[src/rtl/core/ccb_pkg.sv]
`default_nettype none

package ccb_pkg;

    // Lexical modes
    localparam logic [1:0] MODE_NORMAL  = 2'd0;
    localparam logic [1:0] MODE_LINECOM = 2'd1;
    localparam logic [1:0] MODE_BLOCK   = 2'd2;
    localparam logic [1:0] MODE_STRING  = 2'd3;

    // Characters of interest
    localparam logic [7:0] CH_NUL       = 8'h00;
    localparam logic [7:0] CH_TAB       = 8'h09;
    localparam logic [7:0] CH_NEWLINE   = 8'h0A;
    localparam logic [7:0] CH_SPACE     = 8'h20;
    localparam logic [7:0] CH_QUOTE     = 8'h22;
    localparam logic [7:0] CH_STAR      = 8'h2A;
    localparam logic [7:0] CH_SLASH     = 8'h2F;
    localparam logic [7:0] CH_BACKSLASH = 8'h5C;

    // One result item
    typedef struct packed {
        logic [7:0] ch;
        logic       line_last;
        logic       run_last;
    } t_item;

    // Results caused by one input item: zero, one or two
    typedef struct packed {
        logic [1:0] cnt;
        t_item      item0;
        t_item      item1;
    } t_lex_res;

endpackage

`default_nettype wire

[src/rtl/core/ccb_if.sv]
`default_nettype none

interface ccb_in_if;
    logic       valid;
    logic       ready;
    logic [7:0] char_in;
    logic       line_last;

    modport source (output valid, output char_in, output line_last, input ready);
    modport sink   (input valid, input char_in, input line_last, output ready);
endinterface

interface ccb_out_if;
    logic       valid;
    logic       ready;
    logic [7:0] char_out;
    logic       out_line_last;
    logic       run_last;

    modport source (output valid, output char_out, output out_line_last,
                    output run_last, input ready);
    modport sink   (input valid, input char_out, input out_line_last,
                    input run_last, output ready);
endinterface

`default_nettype wire

[src/rtl/core/ccb_lexer.sv]
`default_nettype none

module ccb_lexer (
    input  wire logic             i_clk,
    input  wire logic             i_rst_n,
    input  wire logic             i_step,
    input  wire logic [7:0]       i_char,
    input  wire logic             i_line_last,
    output ccb_pkg::t_lex_res     o_res
);

    logic [1:0] r_mode,  n_mode;
    logic       r_slash, n_slash;
    logic       r_star,  n_star;
    logic [7:0] r_prev,  n_prev;
    logic       r_start, n_start;

    logic       held_vld;
    logic [7:0] held_ch;
    logic [1:0] mode_a;
    logic       star_a;
    logic [7:0] prev_a;
    logic       start_a;
    logic       quote_ok;
    logic       main_vld;
    logic [7:0] main_ch;

    always_comb begin
        // emit the held slash first
        held_vld = r_slash;
        held_ch  = ccb_pkg::CH_SLASH;
        mode_a   = r_mode;
        star_a   = r_star;
        prev_a   = r_prev;
        start_a  = r_start;
        if (r_slash) begin
            if (i_char == ccb_pkg::CH_SLASH) begin
                held_ch = ccb_pkg::CH_SPACE;
                mode_a  = ccb_pkg::MODE_LINECOM;
            end else if (i_char == ccb_pkg::CH_STAR) begin
                held_ch = ccb_pkg::CH_SPACE;
                mode_a  = ccb_pkg::MODE_BLOCK;
                star_a  = 1'b0;
            end
            prev_a  = held_ch;
            start_a = 1'b0;
        end

        quote_ok = start_a || (prev_a != ccb_pkg::CH_BACKSLASH);

        n_mode   = mode_a;
        n_slash  = 1'b0;
        n_star   = star_a;
        main_vld = 1'b1;
        main_ch  = i_char;

        unique case (mode_a)
            ccb_pkg::MODE_NORMAL: begin
                if (i_char == ccb_pkg::CH_SLASH) begin
                    if (!i_line_last) begin
                        main_vld = 1'b0;
                        n_slash  = 1'b1;
                    end
                end else if (i_char == ccb_pkg::CH_QUOTE && quote_ok) begin
                    n_mode = ccb_pkg::MODE_STRING;
                end
            end
            ccb_pkg::MODE_LINECOM: begin
                if (i_char == ccb_pkg::CH_NEWLINE) begin
                    n_mode = ccb_pkg::MODE_NORMAL;
                end else if (i_char != ccb_pkg::CH_TAB) begin
                    main_ch = ccb_pkg::CH_SPACE;
                end
            end
            ccb_pkg::MODE_BLOCK: begin
                if (i_char == ccb_pkg::CH_SLASH && star_a) begin
                    n_star  = 1'b0;
                    n_mode  = ccb_pkg::MODE_NORMAL;
                    main_ch = ccb_pkg::CH_SPACE;
                end else if (i_char == ccb_pkg::CH_STAR) begin
                    n_star  = 1'b1;
                    main_ch = ccb_pkg::CH_SPACE;
                end else begin
                    n_star = 1'b0;
                    if (i_char != ccb_pkg::CH_NEWLINE && i_char != ccb_pkg::CH_TAB) begin
                        main_ch = ccb_pkg::CH_SPACE;
                    end
                end
            end
            ccb_pkg::MODE_STRING: begin
                if (i_char == ccb_pkg::CH_QUOTE && quote_ok) begin
                    n_mode = ccb_pkg::MODE_NORMAL;
                end
            end
            default: begin
                n_mode = ccb_pkg::MODE_NORMAL;
            end
        endcase

        // line end resets the per-line history
        if (i_line_last) begin
            n_prev  = ccb_pkg::CH_NUL;
            n_start = 1'b1;
            n_star  = 1'b0;
        end else if (main_vld) begin
            n_prev  = main_ch;
            n_start = 1'b0;
        end else begin
            n_prev  = prev_a;
            n_start = start_a;
        end

        o_res = '0;
        if (held_vld && main_vld) begin
            o_res.cnt   = 2'd2;
            o_res.item0 = '{ch: held_ch, line_last: 1'b0, run_last: 1'b0};
            o_res.item1 = '{ch: main_ch, line_last: i_line_last, run_last: 1'b1};
        end else if (held_vld) begin
            o_res.cnt   = 2'd1;
            o_res.item0 = '{ch: held_ch, line_last: 1'b0, run_last: 1'b1};
        end else if (main_vld) begin
            o_res.cnt   = 2'd1;
            o_res.item0 = '{ch: main_ch, line_last: i_line_last, run_last: 1'b1};
        end
    end

    always_ff @(posedge i_clk) begin
        if (!i_rst_n) begin
            r_mode  <= ccb_pkg::MODE_NORMAL;
            r_slash <= 1'b0;
            r_star  <= 1'b0;
            r_prev  <= ccb_pkg::CH_NUL;
            r_start <= 1'b1;
        end else if (i_step) begin
            r_mode  <= n_mode;
            r_slash <= n_slash;
            r_star  <= n_star;
            r_prev  <= n_prev;
            r_start <= n_start;
        end
    end

    // a slash is only ever held in normal mode
    a_slash_normal: assert property (@(posedge i_clk) disable iff (!i_rst_n)
        r_slash |-> (r_mode == ccb_pkg::MODE_NORMAL))
        else $error("held slash outside normal mode");

    // a remembered star belongs to an open block comment
    a_star_block: assert property (@(posedge i_clk) disable iff (!i_rst_n)
        r_star |-> (r_mode == ccb_pkg::MODE_BLOCK))
        else $error("star flag outside block comment");

    // line start means nothing emitted on this line yet
    a_start_prev: assert property (@(posedge i_clk) disable iff (!i_rst_n)
        r_start |-> (r_prev == ccb_pkg::CH_NUL))
        else $error("line start with history");

endmodule

`default_nettype wire

[src/rtl/core/c_comment_blanker.sv]
`default_nettype none

// Channel   Dir  Modport            Payload
// i_text    in   ccb_in_if.sink     char_in[7:0], line_last
// o_text    out  ccb_out_if.source  char_out[7:0], out_line_last, run_last
//
// One input item per cycle while results fit in the buffer; an item enters the
// input register, is lexed there and its results land in a two-entry result
// buffer whose head drives o_text. An item giving two results waits in the
// input register until the buffer is empty. A held slash gives no result
// until the next item. Reset is synchronous and clears control state only.
// Stalls on o_text back up through the buffer into the input register.

module c_comment_blanker (
    input  wire logic  i_clk,
    input  wire logic  i_rst_n,
    ccb_in_if.sink     i_text,
    ccb_out_if.source  o_text
);

    // input register
    logic       r_in_vld;
    logic [7:0] r_in_char;
    logic       r_in_ll;

    // result buffer, entry 0 is the head
    ccb_pkg::t_item r_buf [2];
    ccb_pkg::t_item n_buf [2];
    logic [1:0]     r_cnt, n_cnt;

    ccb_pkg::t_lex_res lex_res;
    logic              pop;
    logic              move;
    logic [1:0]        base_cnt;
    logic [1:0]        room;

    ccb_lexer u_lexer (
        .i_clk       (i_clk),
        .i_rst_n     (i_rst_n),
        .i_step      (move),
        .i_char      (r_in_char),
        .i_line_last (r_in_ll),
        .o_res       (lex_res)
    );

    assign pop      = o_text.valid && o_text.ready;
    assign base_cnt = r_cnt - {1'b0, pop};
    assign room     = 2'd2 - base_cnt;
    // advance the lexed item only when all its results fit
    assign move     = r_in_vld && (lex_res.cnt <= room);

    assign i_text.ready = !r_in_vld || move;

    assign o_text.valid         = (r_cnt != 2'd0);
    assign o_text.char_out      = r_buf[0].ch;
    assign o_text.out_line_last = r_buf[0].line_last;
    assign o_text.run_last      = r_buf[0].run_last;

    always_comb begin
        n_buf = r_buf;
        if (pop) begin
            n_buf[0] = r_buf[1];
        end
        n_cnt = base_cnt;
        if (move) begin
            if (lex_res.cnt != 2'd0) begin
                n_buf[base_cnt[0]] = lex_res.item0;
            end
            if (lex_res.cnt == 2'd2) begin
                n_buf[1] = lex_res.item1;
            end
            n_cnt = base_cnt + lex_res.cnt;
        end
    end

    always_ff @(posedge i_clk) begin
        if (!i_rst_n) begin
            r_in_vld <= 1'b0;
            r_cnt    <= 2'd0;
        end else begin
            if (i_text.ready) begin
                r_in_vld <= i_text.valid;
            end
            r_cnt <= n_cnt;
        end
    end

    // payload: load on accept, no reset
    always_ff @(posedge i_clk) begin
        if (i_text.valid && i_text.ready) begin
            r_in_char <= i_text.char_in;
            r_in_ll   <= i_text.line_last;
        end
        r_buf <= n_buf;
    end

    // buffer holds two entries at most
    a_cnt_range: assert property (@(posedge i_clk) disable iff (!i_rst_n)
        r_cnt <= 2'd2)
        else $error("result buffer overflow");

    // a two-result item only advances into an empty buffer
    a_pair_empty: assert property (@(posedge i_clk) disable iff (!i_rst_n)
        (move && lex_res.cnt == 2'd2) |-> (base_cnt == 2'd0))
        else $error("result pair written over live entry");

    // a stalled item stays in the input register
    a_hold_item: assert property (@(posedge i_clk) disable iff (!i_rst_n)
        (r_in_vld && !move) |=> (r_in_vld && $stable(r_in_char) && $stable(r_in_ll)))
        else $error("stalled item lost");

endmodule

`default_nettype wire
[src/flat_wrapper.sv]
// flat-port wrapper written by rule: the top's interface ports become plain ports
module c_comment_blanker_flat 
  (i_clk, i_rst_n, i_text_valid, i_text_char_in, i_text_line_last, i_text_ready, o_text_valid, o_text_char_out, o_text_out_line_last, o_text_run_last, o_text_ready);
  ccb_in_if i_text_i ();
  ccb_out_if o_text_i ();
  input  wire logic i_clk;
  input  wire logic i_rst_n;
  input wire logic [$bits(i_text_i.valid)-1:0] i_text_valid;
  input wire logic [$bits(i_text_i.char_in)-1:0] i_text_char_in;
  input wire logic [$bits(i_text_i.line_last)-1:0] i_text_line_last;
  output wire logic [$bits(i_text_i.ready)-1:0] i_text_ready;
  output wire logic [$bits(o_text_i.valid)-1:0] o_text_valid;
  output wire logic [$bits(o_text_i.char_out)-1:0] o_text_char_out;
  output wire logic [$bits(o_text_i.out_line_last)-1:0] o_text_out_line_last;
  output wire logic [$bits(o_text_i.run_last)-1:0] o_text_run_last;
  input wire logic [$bits(o_text_i.ready)-1:0] o_text_ready;
  assign i_text_i.valid = i_text_valid;
  assign i_text_i.char_in = i_text_char_in;
  assign i_text_i.line_last = i_text_line_last;
  assign i_text_ready = i_text_i.ready;
  assign o_text_valid = o_text_i.valid;
  assign o_text_char_out = o_text_i.char_out;
  assign o_text_out_line_last = o_text_i.out_line_last;
  assign o_text_run_last = o_text_i.run_last;
  assign o_text_i.ready = o_text_ready;
  c_comment_blanker u_core (.i_clk(i_clk), .i_rst_n(i_rst_n), .i_text(i_text_i), .o_text(o_text_i));
endmodule
[config.mk]
export PLATFORM = sky130hd
export DESIGN_NAME = c_comment_blanker_flat
export DESIGN_NICKNAME = d
export VERILOG_FILES = /design/src/rtl/core/ccb_pkg.sv /design/src/rtl/core/ccb_if.sv /design/src/rtl/core/ccb_lexer.sv /design/src/rtl/core/c_comment_blanker.sv /design/src/flat_wrapper.sv
export SDC_FILE = /design/constraint.sdc
export NUM_CORES = 1
export LEC_CHECK = 0
export ABC_AREA = 1
export BUFFER_PORTS_ARGS = -buffer_cell sky130_fd_sc_hd__buf_2
export CORE_UTILIZATION = 55
export DETAILED_ROUTE_END_ITERATION = 10
export HOLD_SLACK_MARGIN = 0.12
export PLACE_DENSITY = 0.77
export SLEW_MARGIN = 10
export SYNTH_ARGS = -nofsm -noshare
export SYNTH_HDL_FRONTEND = slang
export SYNTH_SLANG_ARGS = --single-unit
[constraint.sdc]
create_clock -name i_clk -period 4.2 [get_ports i_clk]
set_input_delay 0.42 -clock i_clk [delete_from_list [all_inputs] [get_ports i_clk]]
set_output_delay 0.42 -clock i_clk [all_outputs]
set_load 0.02 [all_outputs]
* Yosys cells after proc, flatten, opt, wreduce, memory -nomap -nowiden
Cells that the tools add are included.
Widths: inputs -> output; s select.
** Storage, ports and cells
- Bits in registers :: 45
- Input port bits :: 13
** Operators by class
- Bitwise operators :: 1
- Eq/ne operators :: 11
- Mux-type cells :: 49
- Reductions and logical operators :: 16
- Order comparisons :: 3
- Add/sub/neg operators :: 3
** Operators by type and width (count)
- $mux 8 :: 8
- $mux 10 :: 4
- $mux 20 :: 2
- $eq 8x6->1 const B :: 3
- $mux 11 :: 2
- $bwmux 20 :: 1
- $mux 2 :: 9
- $mux 1 :: 16
- $ne 8x4->1 const B :: 2
- $pmux 8 s2 :: 1
- $mux 12 :: 1
- $mux 4 :: 3
- $demux 10 s1 :: 1
- $eq 8x4->1 const B :: 1
- $logic_and 1x1->1 :: 8
- $ne 8x7->1 const B :: 1
- $pmux 2 s4 :: 1
- $eq 2x2->1 const B :: 3
- $reduce_bool 2->1 :: 3
- $add 2x2->2 :: 1
- $eq 2x1->1 const B :: 1
- $ge 2x2->1 const B :: 1
- $le 2x2->1 :: 1
- $logic_not 2->1 :: 1
- other kinds (7) :: 8

* Longest topological paths before layout
- Depth after elaboration :: 14
- Gate-level depth with buffers :: 20

* Hierarchy
A second synthesis with hierarchy kept.
** Second synthesis, totals
- Cell total of the unflattened synthesis :: 388
- Area total of the unflattened synthesis :: 2781.4 um^2
** By module, submodules not included
- c_comment_blanker :: instances 1, area an instance 1632.8 um^2, cells each 194, sequential area each 830.8 um^2
- ccb_lexer :: instances 1, area an instance 1148.6 um^2, cells each 194, sequential area each 260.2 um^2

* Worst setup path before layout
OpenSTA, ideal clock, no wires.
- Path type :: reg2reg
- Start point :: register u_core.r_cnt[1]
- End point :: register u_core.r_buf (netlist bit u_core.o_text.run_last)
- Cell stages (with the launch flop) :: 17
- Path slack :: 0.845 ns
- Data arrival time :: 3.229 ns
- Cells stage by stage :: dfxtp_1 or2_2 nand2_1 inv_1 ha_1 clkbuf_1 xor2_1 ha_1 inv_1 o21bai_1 nand2_1 nand2_2 nor2_1 nand2_1 buf_2 nor2_1 a31oi_1
** RTL lines
- start: declaration :: line c_comment_blanker.sv:29 : logic [1:0] r_cnt, n_cnt;
- start signal: assignment :: line c_comment_blanker.sv:84 : r_cnt <= n_cnt;
- end signal: assignment :: line c_comment_blanker.sv:94 : r_buf <= n_buf;
- end: declaration :: line c_comment_blanker.sv:27 : ccb_pkg::t_item r_buf [2];

==> out/qor.txt <==
largest family of logic cells by synthesized area = simple AND/OR/NAND/NOR gates
IO Pins = 25
Setup crit start kind = flop
synthesis-stage register bit count = 45
initial drt markers = 206
cell repeated most along the worst path = nand2_1
hpwl dp = 4460 µm
WL final = 5770 µm
CP max stage delay = 0.56 ns
CTS tree = yes
grt total ovfl = 0
minimum clock period = 3.65 ns
vias in the first global route = 2,162
Mean Syn Cell Area = 7.58 µm²
hold_buf cts = 0
R2R cell count = 15
CP bufs+invs = 4
WP data required = 4.39 ns
outcome = completed
Die Height = 71.9 µm
EDFF count, synth = 19
layout net count = 391
commonest non-fill, non-tap cells in the layout = nand2_1, inv_1, dfxtp_1, a21oi_1
Final Total Pwr = 2.26 mW
# fillers = 439
clk buf depth = 2
DRC = 0
Fmax = 0.274 GHz
crit path max fanout = 18
postcts setup bufs = 0
RR Startpoint = u_core.r_cnt[1]
Synth Instances = 354
Root Driver = clkbuf_8
# diodes = 0
RSZ-0062 raised after global routing = no
initial antenna violation count = 0
DRT Pass-1 Iters = 4
CP top delay family = simple AND/OR/NAND/NOR gates
worst path cell trace = or2_2 -> nand2_1 -> buf_4 -> inv_1 -> ha_1 -> inv_1 -> ha_1 -> nand2_1 -> nand2_1 -> nand2_2 -> nor2_1 -> nand2_1 -> inv_1 -> o22ai_1 -> nand2_1
Clk pin slew, worst setup/hold paths = 0.09 ns
num rows = 25
worst skew pair latency = 0.30 ns
Setup TNS = 0 ns
post-route ant nets = 0
post-synthesis cell type count = 41
Hold EP = u_core.r_in_char[6]
Final Util = 0.617
reg2reg end = u_core.o_text.char_out[4]
Seq/Total Area, Yosys = 0.406
CP max-delay cell = ha_1
Relative slew margins = 0.665
Multi-input gate area = 1350 µm²
Final Wtd Congestion = 0.914
crit end category = flop
layout cell share with drive strength beyond 1 = 0.178
Post-Synth Adder-Cell Area = 0.0326
Arrival @ worst endpoint = 3.84 ns
Finished Layout Cells = 438
ys async rst share = 0
Crit Path Category = reg2reg
Inst Count DP = 431
mapped cell area = 2690 µm²
hold-critical path depth = 1
Via-to-Cell Ratio = 5.24
syn_nets = 374
Reg area = 1090 µm²
Worst R2R Setup Slack = 0.55 ns
# setup viols final = 0
Final Cycle Share = 0.868
Finished Cell Area = 2920 µm²
Hold Crit Start = i_text_char_in[6]
xor and xnor fraction of the mapped netlist area = 0.00979
Compound-Gate Fraction of Synth Area = 0.125
post-synthesis mux area share = 0.00373
Routed WL per cell = 13.2 µm
Starting Density = 0.568
Cell Area, Placed = 2810 µm²
post-synthesis simple-gate area fraction = 0.333
worst slew pin tran = 0.503 ns
largest net degree at the start of global routing = 19
total core area = 4720 µm²
Tot GR Track Use = 0.249
Hold/Removal Path Class = in2reg
Vias = 2,294
top_reg_cell synth = dfxtp_1
synth warn = 0
P per Cell Area = 775 nW/µm²
Yosys top cell area share = 0.212
TritonCTS Buffers = 5
number of max-cap violations = 0
IO buf count = 24
area added between synthesis and finish = 8.62%
most common library cell in the layout ignoring fill and taps = nand2_1
die area = 5170 µm²
CTS sink count = 45
first-pass GRT wire length = 9900 µm
Synth area leader = edfxtp_1
clk_skew = 0.00871 ns
PostCTS Resize Cnt = 0
Die X = 71.9 µm
H-tree Lvls = 2
Final Hold Violating Endpoints = 0
synth top area cells = edfxtp_1, dfxtp_1, nand2_1
LEAKAGE = 1.32 nW
Peak VDD IR = 0.310 mV
Max Slew Vio Count = 0
==> power by group <==
group	switching, mW	internal, mW	total (mW)
Sequential	0.0752	0.664	0.739
Clock	0.145	0.173	0.318
Combinational	0.802	0.400	1.20
Total	1.02	1.24	2.26
==> state kept, by name, indices dropped and copies added, names as in the netlist, named ones only <==
signal / cells
u_core.o_text.char_out: 8
u_core.o_text.out_line_last: 1
u_core.o_text.run_last: 1
u_core.r_buf: 9
u_core.r_cnt: 2
u_core.r_in_char: 8
u_core.r_in_ll: 1
u_core.r_in_vld: 1
u_core.u_lexer.held_vld: 1
u_core.u_lexer.r_mode: 2
u_core.u_lexer.r_prev: 8
u_core.u_lexer.r_star: 1
u_core.u_lexer.r_start: 1
==> worst max-delay path by stage <==
| stage | start | endpoint | slack [ns] | cells after the start |
|---|---|---|---|---|
| after floorplan | u_core.r_cnt[1] | u_core.o_text.run_last | 0.85 | 16 |
| after global placement | u_core.r_cnt[1] | u_core.u_lexer.r_star | 0.71 | 15 |
| after detailed placement | u_core.r_cnt[1] | u_core.o_text.char_out[4] | 0.61 | 15 |
| after CTS | u_core.r_cnt[1] | u_core.o_text.char_out[4] | 0.58 | 15 |
| after global routing | u_core.r_cnt[1] | u_core.u_lexer.r_star | 0.25 | 15 |
| final | u_core.r_cnt[1] | u_core.o_text.char_out[4] | 0.55 | 15 |
==> cell type report <==
class,count,share of cell area
clock buffers,5,0.0236
clock inverters,2,0.0120
flip-flops and latches,45,0.374
inverters,37,0.0485
multi-input cells,255,0.464
well taps,67,0.0287
repair buffers,27,0.0489
==> worst register-to-register path, cell delays in order (launching register included) <==
cell	delay [ns]
dfxtp_1	0.33
or2_2	0.30
nand2_1	0.06
buf_4	0.17
inv_1	0.12
ha_1	0.56
inv_1	0.28
ha_1	0.38
nand2_1	0.09
nand2_1	0.06
nand2_2	0.31
nor2_1	0.11
nand2_1	0.32
inv_1	0.17
o22ai_1	0.21
nand2_1	0.08
==> metrics by stage <==
| stage | hold WS [ns] | setup slack (ns) |
|---|---|---|
| after global placement | 0.449 | 0.713 |
| after floorplan | 0.441 | 0.845 |
| final | 0.296 | 0.554 |
| after CTS | 0.285 | 0.584 |
| after detailed placement | 0.464 | 0.611 |
| after global routing | 0.283 | 0.247 |
==> cell usage after synthesis, types with 6 or more instances <==
| cell type | number |
|---|---|
| nor2_1 | 24 |
| o21ai_0 | 24 |
| nor3_1 | 6 |
| nand2_2 | 10 |
| nand2_1 | 106 |
| a21oi_1 | 25 |
| buf_4 | 8 |
| dfxtp_1 | 26 |
| inv_1 | 31 |
| edfxtp_1 | 19 |
| ha_1 | 7 |
| nand3_1 | 16 |
==> cell families after synthesis <==
logic type | after synthesis
buffers and inverters | 54
muxes | 1
DFF | 45
AOI/OAI and AO/OA | 63
xor gates and xnor gates | 3
and+or+nand+nor | 181
adders and majority gates | 7
==> layer usage <==
layer / wire length (µm) / track usage / up-vias / part of all wire
met5: 0 / 0 / - / 0
met4: 112 / 0.0915 / 0 / 0.019
met3: 269 / 0.0450 / 9 / 0.047
met2: 2810 / 0.433 / 75 / 0.49
met1: 2570 / 0.310 / 1029 / 0.45
li1: - / - / 1181 / -
No activity file was read; power rests on OpenSTA's default activity.
